[config.mk]
export PLATFORM = sky130hd
export DESIGN_NAME = greedy_text_word_wrap
export DESIGN_NICKNAME = d
export VERILOG_FILES = /design/src/hw/rtl/gtww_pkg.sv /design/src/hw/rtl/gtww_front.sv /design/src/hw/rtl/gtww_queue.sv /design/src/hw/rtl/gtww_back.sv /design/src/hw/rtl/greedy_text_word_wrap.sv
export SDC_FILE = /design/constraint.sdc
export NUM_CORES = 1
export LEC_CHECK = 0
export BUFFER_PORTS_ARGS = -buffer_cell sky130_fd_sc_hd__buf_2
export CORE_UTILIZATION = 25
export CTS_BUF_LIST = sky130_fd_sc_hd__clkbuf_4 sky130_fd_sc_hd__clkbuf_8 sky130_fd_sc_hd__clkbuf_16
export DETAILED_ROUTE_END_ITERATION = 12
export PLACE_DENSITY = 0.43
export SKIP_LAST_GASP = 1
export SYNTH_ARGS = -nofsm -noshare
export SYNTH_HDL_FRONTEND = slang
export SYNTH_SLANG_ARGS = --single-unit
[constraint.sdc]
create_clock -name clock -period 8.85 [get_ports clock]
set_clock_uncertainty 0.15 [all_clocks]
set_input_delay 1.3275 -clock clock [delete_from_list [all_inputs] [get_ports clock]]
set_output_delay 1.3275 -clock clock [all_outputs]
set_load 0.005 [all_outputs]
[src/hw/rtl/gtww_pkg.sv]
// types and constants shared by the greedy word-wrap block
// no dependencies; imported by every module of the block
package gtww_pkg;

   // fixed widths of the counters and fields
   localparam int CNT_W       = 6;
   localparam int CHAR_W      = 8;
   localparam int CMD_SLOTS   = 4;
   localparam int SLOT_W      = 2;
   localparam int QUEUE_DEPTH = 4;
   localparam int QPTR_W      = 2;
   localparam int QCNT_W      = 3;

   // special characters
   localparam logic [CHAR_W-1:0] NL_CHAR = 8'd10;
   localparam logic [CHAR_W-1:0] SP_CHAR = 8'd32;

   // register map and reset value
   localparam logic [CNT_W-1:0] LINE_WIDTH_RESET = 6'd32;
   localparam int CSR_ADDR_W = 2;

   typedef struct packed {
      logic [CHAR_W-1:0] char_in;
      logic              end_of_text;
   } req_type;

   typedef struct packed {
      logic [CHAR_W-1:0] char_out;
      logic              last_of_run;
   } rsp_type;

   // commands from the classifier to the emitter
   typedef enum logic [1:0] {
      OP_CHAR,
      OP_WORD,
      OP_STORE
   } cmd_op_type;

   // data_val: byte to emit or to store; len: word length or store index
   typedef struct packed {
      cmd_op_type        op;
      logic [CHAR_W-1:0] data_val;
      logic [CNT_W-1:0]  len;
      logic              last;
   } cmd_type;

endpackage

[src/hw/rtl/gtww_front.sv]
// classifier: takes a request, tracks column and held word, issues commands
// depends on gtww_pkg
module gtww_front import gtww_pkg::*; #(
   parameter int MAX_WIDTH = 32
) (
   input  logic             clock,
   input  logic             reset,
   input  logic             req_valid,
   input  req_type          req_payload,
   output logic             req_stall,
   input  logic [CNT_W-1:0] line_width,
   input  logic             q_full,
   output logic             push,
   output cmd_type          push_cmd
);

   localparam logic [CNT_W-1:0] MAX_W = CNT_W'(MAX_WIDTH);

   logic [CNT_W-1:0]  col_ff, col_in;
   logic [CNT_W-1:0]  wlen_ff, wlen_in;
   logic              sp_ff, sp_in;
   logic              busy_ff, busy_in;
   logic [SLOT_W-1:0] ptr_ff, ptr_in;
   logic [SLOT_W-1:0] cnt_ff, cnt_in;
   cmd_type           slots_ff [CMD_SLOTS];
   cmd_type           slot_in  [CMD_SLOTS];
   logic [SLOT_W-1:0] n_cmd;
   logic [CNT_W-1:0]  w_eff;
   logic              full;
   logic              accept;
   logic [CHAR_W-1:0] c;

   function automatic cmd_type mk(cmd_op_type op, logic [CHAR_W-1:0] d,
                                  logic [CNT_W-1:0] l);
      cmd_type r;
      r.op       = op;
      r.data_val = d;
      r.len      = l;
      r.last     = 1'b0;
      return r;
   endfunction

   // effective line width and full-line test
   always_comb begin
      if (line_width == '0) begin
         w_eff = CNT_W'(1);
      end else if (line_width > MAX_W) begin
         w_eff = MAX_W;
      end else begin
         w_eff = line_width;
      end
      full = col_ff >= w_eff;
   end

   assign c         = req_payload.char_in;
   assign req_stall = busy_ff | q_full;
   assign accept    = req_valid & ~req_stall;

   // classify the request into a short command list and the next state
   always_comb begin
      for (int i = 0; i < CMD_SLOTS; i++) begin
         slot_in[i] = mk(OP_CHAR, '0, '0);
      end
      n_cmd   = '0;
      sp_in   = sp_ff;
      wlen_in = wlen_ff;
      col_in  = col_ff;

      if (c == NL_CHAR) begin
         if (sp_in) begin
            slot_in[n_cmd] = mk(OP_CHAR, SP_CHAR, '0);
            n_cmd = n_cmd + 1'b1;
         end
         if (wlen_in != '0) begin
            slot_in[n_cmd] = mk(OP_WORD, '0, wlen_in);
            n_cmd = n_cmd + 1'b1;
         end
         slot_in[n_cmd] = mk(OP_CHAR, NL_CHAR, '0);
         n_cmd   = n_cmd + 1'b1;
         sp_in   = 1'b0;
         wlen_in = '0;
         col_in  = '0;
      end else if (c == SP_CHAR) begin
         // settle the held space and word first
         if (sp_in) begin
            slot_in[n_cmd] = mk(OP_CHAR, SP_CHAR, '0);
            n_cmd = n_cmd + 1'b1;
         end
         if (wlen_in != '0) begin
            slot_in[n_cmd] = mk(OP_WORD, '0, wlen_in);
            n_cmd = n_cmd + 1'b1;
         end
         wlen_in = '0;
         if (full) begin
            slot_in[n_cmd] = mk(OP_CHAR, NL_CHAR, '0);
            n_cmd  = n_cmd + 1'b1;
            sp_in  = 1'b0;
            col_in = '0;
         end else begin
            sp_in  = 1'b1;
            col_in = col_ff + 1'b1;
         end
      end else if (full) begin
         slot_in[n_cmd] = mk(OP_CHAR, NL_CHAR, '0);
         n_cmd = n_cmd + 1'b1;
         if (sp_in) begin
            // held space becomes the break, the word is carried over
            if (wlen_in != '0) begin
               slot_in[n_cmd] = mk(OP_WORD, '0, wlen_in);
               n_cmd = n_cmd + 1'b1;
            end
            col_in = wlen_ff + 1'b1;
         end else begin
            col_in = CNT_W'(1);
         end
         slot_in[n_cmd] = mk(OP_CHAR, c, '0);
         n_cmd   = n_cmd + 1'b1;
         sp_in   = 1'b0;
         wlen_in = '0;
      end else if (sp_in) begin
         // hold the byte behind the pending space
         if (wlen_in < MAX_W) begin
            slot_in[n_cmd] = mk(OP_STORE, c, wlen_in);
            n_cmd   = n_cmd + 1'b1;
            wlen_in = wlen_in + 1'b1;
         end
         col_in = col_ff + 1'b1;
      end else begin
         slot_in[n_cmd] = mk(OP_CHAR, c, '0);
         n_cmd  = n_cmd + 1'b1;
         col_in = col_ff + 1'b1;
      end

      // end of text flushes everything held
      if (req_payload.end_of_text) begin
         if (sp_in) begin
            slot_in[n_cmd] = mk(OP_CHAR, SP_CHAR, '0);
            n_cmd = n_cmd + 1'b1;
         end
         if (wlen_in != '0) begin
            slot_in[n_cmd] = mk(OP_WORD, '0, wlen_in);
            n_cmd = n_cmd + 1'b1;
         end
         sp_in   = 1'b0;
         wlen_in = '0;
         col_in  = '0;
      end

      // mark the final command of the run when it produces output
      if (n_cmd != '0) begin
         if (slot_in[n_cmd - 1'b1].op != OP_STORE) begin
            slot_in[n_cmd - 1'b1].last = 1'b1;
         end
      end
   end

   // command issue: first command goes straight out, the rest from slots
   always_comb begin
      if (busy_ff) begin
         push     = ~q_full;
         push_cmd = slots_ff[ptr_ff];
      end else begin
         push     = accept & (n_cmd != '0);
         push_cmd = slot_in[0];
      end
      busy_in = busy_ff;
      ptr_in  = ptr_ff;
      cnt_in  = cnt_ff;
      if (busy_ff) begin
         if (push) begin
            ptr_in = ptr_ff + 1'b1;
            if (ptr_ff == cnt_ff - 1'b1) begin
               busy_in = 1'b0;
            end
         end
      end else if (accept && n_cmd > SLOT_W'(1)) begin
         busy_in = 1'b1;
         ptr_in  = SLOT_W'(1);
         cnt_in  = n_cmd;
      end
   end

   // state and sequencer registers
   always_ff @(posedge clock) begin
      if (reset) begin
         col_ff  <= '0;
         wlen_ff <= '0;
         sp_ff   <= 1'b0;
         busy_ff <= 1'b0;
         ptr_ff  <= '0;
         cnt_ff  <= '0;
      end else begin
         if (accept) begin
            col_ff  <= col_in;
            wlen_ff <= wlen_in;
            sp_ff   <= sp_in;
         end
         busy_ff <= busy_in;
         ptr_ff  <= ptr_in;
         cnt_ff  <= cnt_in;
      end
   end

   // command list, no reset needed
   always_ff @(posedge clock) begin
      if (!busy_ff && accept) begin
         slots_ff <= slot_in;
      end
   end

   // while issuing, the slot pointer stays inside the list
   a_ptr_in_list: assert property (@(posedge clock) disable iff (reset)
      busy_ff |-> (ptr_ff < cnt_ff))
      else $error("front slot pointer beyond command list");

   // the held word never grows past the column
   a_word_in_line: assert property (@(posedge clock) disable iff (reset)
      sp_ff |-> (wlen_ff < col_ff))
      else $error("held word longer than the line");

endmodule

[src/hw/rtl/gtww_queue.sv]
// short command queue between classifier and emitter
// depends on gtww_pkg
module gtww_queue import gtww_pkg::*; (
   input  logic    clock,
   input  logic    reset,
   input  logic    push,
   input  cmd_type push_cmd,
   output logic    full,
   input  logic    pop,
   output cmd_type head,
   output logic    empty
);

   cmd_type           mem_ff [QUEUE_DEPTH];
   logic [QPTR_W-1:0] wr_ff, rd_ff;
   logic [QCNT_W-1:0] cnt_ff;

   assign full  = cnt_ff == QCNT_W'(QUEUE_DEPTH);
   assign empty = cnt_ff == '0;
   assign head  = mem_ff[rd_ff];

   // pointers and fill count
   always_ff @(posedge clock) begin
      if (reset) begin
         wr_ff  <= '0;
         rd_ff  <= '0;
         cnt_ff <= '0;
      end else begin
         if (push) begin
            wr_ff <= wr_ff + 1'b1;
         end
         if (pop) begin
            rd_ff <= rd_ff + 1'b1;
         end
         cnt_ff <= cnt_ff + QCNT_W'(push) - QCNT_W'(pop);
      end
   end

   // entry storage
   always_ff @(posedge clock) begin
      if (push) begin
         mem_ff[wr_ff] <= push_cmd;
      end
   end

   a_no_overflow: assert property (@(posedge clock) disable iff (reset)
      full |-> !push)
      else $error("command queue written while full");

   a_no_underflow: assert property (@(posedge clock) disable iff (reset)
      empty |-> !pop)
      else $error("command queue read while empty");

endmodule

[src/hw/rtl/gtww_back.sv]
// emitter: carries out queued commands, owns the word store and output register
// depends on gtww_pkg
module gtww_back import gtww_pkg::*; #(
   parameter int MAX_WIDTH = 32
) (
   input  logic    clock,
   input  logic    reset,
   input  cmd_type head,
   input  logic    empty,
   output logic    pop,
   output logic    rsp_valid,
   input  logic    rsp_stall,
   output rsp_type rsp_payload
);

   localparam int IDX_W = (MAX_WIDTH > 1) ? $clog2(MAX_WIDTH) : 1;

   logic [CHAR_W-1:0] word_mem [MAX_WIDTH];
   logic [CNT_W-1:0]  k_ff;
   logic              out_valid_ff;
   logic [CHAR_W-1:0] out_data_ff;
   logic              out_from_mem_ff;
   logic              out_last_ff;
   logic [CHAR_W-1:0] rd_data_ff;
   logic              out_free;
   logic              do_store, do_char, do_word;
   logic              word_end;

   assign out_free = ~out_valid_ff | ~rsp_stall;
   assign do_store = ~empty & (head.op == OP_STORE);
   assign do_char  = ~empty & (head.op == OP_CHAR) & out_free;
   assign do_word  = ~empty & (head.op == OP_WORD) & out_free;
   assign word_end = k_ff == head.len - 1'b1;
   assign pop      = do_store | do_char | (do_word & word_end);

   // word index walks the held word one byte a cycle while the output is not stalled
   always_ff @(posedge clock) begin
      if (reset) begin
         k_ff         <= '0;
         out_valid_ff <= 1'b0;
      end else begin
         if (do_word) begin
            k_ff <= word_end ? '0 : k_ff + 1'b1;
         end
         if (do_char || do_word) begin
            out_valid_ff <= 1'b1;
         end else if (!rsp_stall) begin
            out_valid_ff <= 1'b0;
         end
      end
   end

   // output register payload
   always_ff @(posedge clock) begin
      if (do_char || do_word) begin
         out_data_ff     <= head.data_val;
         out_from_mem_ff <= do_word;
         out_last_ff     <= head.last & (do_char | word_end);
      end
   end

   // word store: one write and one registered read
   always_ff @(posedge clock) begin
      if (do_store) begin
         word_mem[head.len[IDX_W-1:0]] <= head.data_val;
      end
      if (do_word) begin
         rd_data_ff <= word_mem[k_ff[IDX_W-1:0]];
      end
   end

   assign rsp_valid            = out_valid_ff;
   assign rsp_payload.char_out = out_from_mem_ff ? rd_data_ff : out_data_ff;
   assign rsp_payload.last_of_run = out_last_ff;

   a_word_index: assert property (@(posedge clock) disable iff (reset)
      (!empty && head.op == OP_WORD) |-> (k_ff < head.len))
      else $error("word index past held word length");

endmodule

[src/hw/rtl/greedy_text_word_wrap.sv]
// Greedy word wrap: one text byte per request, re-flowed text out, one byte
// per response. A classifier issues up to three commands per request (emit a
// byte, emit the held word, store a byte) into a four-entry queue; an emitter
// runs one byte or store command per cycle and reads a held word from the
// word store one entry a cycle, while the output is not stalled. A request of
// one command or none is taken every cycle while the queue has room; one with
// more holds the request side while the rest issue, and word flushes set the
// sustained rate. line_width is to be written only while idle, unchecked.
// depends on gtww_pkg, gtww_front, gtww_queue, gtww_back
module greedy_text_word_wrap import gtww_pkg::*; #(
   parameter int MAX_WIDTH = 32
) (
   input  logic                  clock,
   input  logic                  reset,
   input  logic                  req_valid,
   input  req_type               req_payload,
   output logic                  req_stall,
   output logic                  rsp_valid,
   input  logic                  rsp_stall,
   output rsp_type               rsp_payload,
   input  logic                  csr_psel,
   input  logic                  csr_penable,
   input  logic                  csr_pwrite,
   input  logic [CSR_ADDR_W-1:0] csr_paddr,
   input  logic [31:0]           csr_pwdata,
   output logic [31:0]           csr_prdata,
   output logic                  csr_pready
);

   logic [CNT_W-1:0] line_width_ff;
   logic             push, pop, q_full, q_empty;
   cmd_type          push_cmd, head;
   logic             csr_write;

   // configuration register, one word, decoded at every address
   assign csr_pready = 1'b1;
   assign csr_write  = csr_psel & csr_penable & csr_pwrite & csr_pready;
   assign csr_prdata = {{(32-CNT_W){1'b0}}, line_width_ff};

   always_ff @(posedge clock) begin
      if (reset) begin
         line_width_ff <= LINE_WIDTH_RESET;
      end else if (csr_write && csr_paddr[CSR_ADDR_W-1:0] <= CSR_ADDR_W'(3)) begin
         line_width_ff <= csr_pwdata[CNT_W-1:0];
      end
   end

   gtww_front #(.MAX_WIDTH(MAX_WIDTH)) u_front (
      .clock       (clock),
      .reset       (reset),
      .req_valid   (req_valid),
      .req_payload (req_payload),
      .req_stall   (req_stall),
      .line_width  (line_width_ff),
      .q_full      (q_full),
      .push        (push),
      .push_cmd    (push_cmd)
   );

   gtww_queue u_queue (
      .clock    (clock),
      .reset    (reset),
      .push     (push),
      .push_cmd (push_cmd),
      .full     (q_full),
      .pop      (pop),
      .head     (head),
      .empty    (q_empty)
   );

   gtww_back #(.MAX_WIDTH(MAX_WIDTH)) u_back (
      .clock       (clock),
      .reset       (reset),
      .head        (head),
      .empty       (q_empty),
      .pop         (pop),
      .rsp_valid   (rsp_valid),
      .rsp_stall   (rsp_stall),
      .rsp_payload (rsp_payload)
   );

endmodule

==> summary.txt <==
Timing
  – Setup TNS: 0 ns
  – Fin crit period: between 6 and 7 ns
  – Worst slew pin tran: 1.11 ns
  – PnR worst setup slack: 2.52 ns
  – Setup violators final: 0
  – Hold Violations, Final: 0
  – RSZ-0062 raised after global routing: false
  – Tcrit/Tclk final: between 70 and 80%
  – Final max-slew violation count: 0
  – Max transition margin: about a quarter
  – Fmax: around 160 MHz
  – Worst Hold Slack: ~0.34 ns

Worst setup path
  – Critical-path maximum fanout: 17
  – Crit Path Class: primary input to flip-flop
  – CP most frequent cell: ha_1
  – Worst path slowest cell: and2_1
  – CP Data Required Time: 8.89 ns
  – Type of origin of the critical path: primary input
  – Worst EP arrival: between 6 and 7 ns
  – Crit path cell chain: buf_2 > or4_4 > nor3_2 > o21ai_0 > and3_1 > ha_1 > or2_1 > nand2_1 > inv_1 > ha_1 > nand4b_1 > o211a_1 > ha_1 > inv_1 > a21oi_1 > nor2_1 > and2_1
  – Nature of the critical path endpoint: flip-flop
  – Worst reg-to-reg setup slack: about 2.7 ns
  – Crit path largest cell delay: roughly 0.84 ns

Layout
  – Layout cells sized above 1: between 20% and 30%
  – Nets: around 1.3k
  – Ant. Diodes: 0
  – Commonest cells after routing, fill and taps aside: edfxtp_1 (407), nor2_1 (118), mux4_2 (113)
  – Fillcell total: 7809
  – Syn-to-layout area delta: 14.9%
  – Most common cell after layout, fill and taps aside: edfxtp_1

Floorplan
  – Die footprint: roughly 79000 um^2
  – Initial Util: between 20% and 30%
  – I/O pins: 94
  – Die H: approximately 280 um
  – FP Rows: 102
  – Die X: ~280 um
  – Core ar.: a little under 80000 um^2

Global route
  – First-pass GRT wire length: 68600 um
  – Vias in the first global route: approximately 11k
  – Pin count of the biggest net entering global routing: 65
  – Global route overflow: 0
  – All-layer global routing usage: between 10% and 20%
  – Initial antenna violation count: 0

Clock tree
  – Total CTS buffers: between 40 and 50
  – Num Clock Sinks: 447
  – Htree depth: 2
  – Clk Latency, worst-skew pair: roughly 0.60 ns
  – Post-CTS Hold Buffers: 0
  – Clk buf depth: 3
  – Resized Gates After CTS: 0
  – # Post-CTS Setup Buffers: 0
  – Clock transition at the registers of the reported paths: about 0.060 ns
  – Root buffer cell: clkbuf_16
  – CTS tree: built

Synthesis
  – Yosys top cell area share: between 60% and 70%
  – Top post-synthesis cells by area: edfxtp_1 (63%), mux4_2 (13%), dfxtp_1 (4.1%), ha_1 (2.4%), nor2_1 (2.3%)
  – Synthesized flop and latch total: between 400 and 500
  – Mapped Area: 19500 um^2
  – Post-synth top area cell: edfxtp_1
  – Top_reg_cell synth: edfxtp_1
  – Post-synth EDFFs: roughly 410
  – Synth unique cells: 69
  – Post-synthesis sequential area ratio: about two thirds
  – Syn Inst Count: around 1.2k
  – YS warnings: 0
  – Async S/R FF share, synth: 0%
  – Syn Area/Cell: 16.0 um^2

Detailed routing
  – Vias/cell: about 4.4
  – Routed wl met2: about 22000 um
  – Routed wire length: between 40000 and 50000 um
  – Uppermost layer routed: met4
  – # DRC: 0
  – Met3 WL: about 2000 um
  – Total number of vias: slightly above 10k
  – Antenna-violating nets left: 0
  – DRT met1 WL: 21200 um
  – Avg WL per Cell: 19.5 um
  – Number of DRC markers in iteration 0: approximately 720
  – DR pass1 iterations: 5

Placement
  – Global placer's final weighted congestion: ~0.8
  – Worst slack, placed: 1.86 ns
  – Port-buffer cells: 38
  – DP HPWL: ~29000 um

Power and ir drop
  – Pwr Density: roughly 260 nW/um^2
  – VDD IR max: approximately 150 uV
  – PnR Total Power: 5.82 mW
  – Pleak: roughly 7.2 nW

Status
  – Status: finished, final reports clean

Hold path
  – Hold WC Path Type: flip-flop to flip-flop

Run
  – Max-Cap Viols: 0
==> cell families (layout without fill, tap and decap cells) <==
group	after synthesis	after routing	share of synthesized area, %
AO/OA/AOI/OAI	121	121	4.12
XOR/XNOR	26	26	1.17
adder cells (fa/ha/maj)	38	38	2.48
buffers and inverters	120	172	2.96
flip-flops	447	447	66.7
multiplexers	143	143	14.7
other	2	32	0.0385
AND/OR/NAND/NOR	319	319	7.78
==> routing by layer <==
metal | vias to the layer above | global-route usage (%)
met5 | - | 0
met4 | 0 | 2.91
met3 | 55 | 1.98
met2 | 211 | 18.9
met1 | 5232 | 16.0
li1 | 4759 | -
==> per-stage QoR <==
step                utilization (%)  cells  cell area (um^2)
global placement               26.8   2248             20800
detailed placement             26.8   2248             20800
finish                         29.0   2338             22400
floorplan                         -   1246             19600
global route                   29.0   2338             22400
CTS                            29.0   2338             22400
==> worst max-delay path: cells and delay by family <==
family | cells | cell delay (ns)
buf+inv | 3 | 0.30
fa+ha+maj | 3 | 0.82
simple gates | 8 | 3.26
compound gates | 3 | 0.65
==> report_power, final <==
group	switching [mW]	internal [mW]
clock network	0.856	1.23
logic	0.628	0.378
registers	0.0833	2.64
==> cells in the mapped netlist (all sizes together), types with 3 or more instances <==
cell type  instances
or3                4
nor2b              9
buf               45
nor4               5
nand2b             6
o2111ai            3
ha                37
o31ai              6
inv               33
and2              12
nand2             79
a31oi              5
xnor2             13
nand3b             3
a211oi             5
clkbuf            42
a22oi              7
o21ai             30
mux2i              9
xor2              13
a32oi              4
nor3              20
o22ai              7
mux2              21
and3              14
nand3             25
edfxtp           407
a21oi             29
o21a               3
mux4             113
nand4              6
o211ai             3
nor3b              7
nor2             119
or2                4
dfxtp             40
==> area by class of cell <==
cell class                 instances  area, um^2  share of cell area [%]
clock inverter                    31         352                    1.57
inverter                          33         124                   0.553
multi-input combinational        679        6040                    26.9
tap                             1040        1300                    5.81
clock buffer                      59        1300                    5.81
timing repair buffer              49         273                    1.22
sequential                       447       13000                    58.1
==> worst paths after layout <==
kind / start / cells after the start / end
max: req_payload[1] / 17 / u_queue.mem_ff[1][15]
min: u_front.cnt_ff[1] / 2 / u_front.cnt_ff[1]
max reg2reg: line_width_ff[1] / 21 / u_queue.mem_ff[1][15]
min reg2reg: u_front.cnt_ff[1] / 2 / u_front.cnt_ff[1]
==> state kept, by name, summed over array words and instances, names as in the netlist, 3 cells and up, named ones only <==
register            cells
u_front.slots_ff       65
u_back.k_ff             6
u_back.out_data_ff      8
u_queue.cnt_ff          3
u_front.wlen_ff         6
line_width_ff           6
u_queue.mem_ff         68
u_back.rd_data_ff       8
u_back.word_mem       256
u_front.col_ff          6
Note: power is estimated with default switching activity, not from simulation.
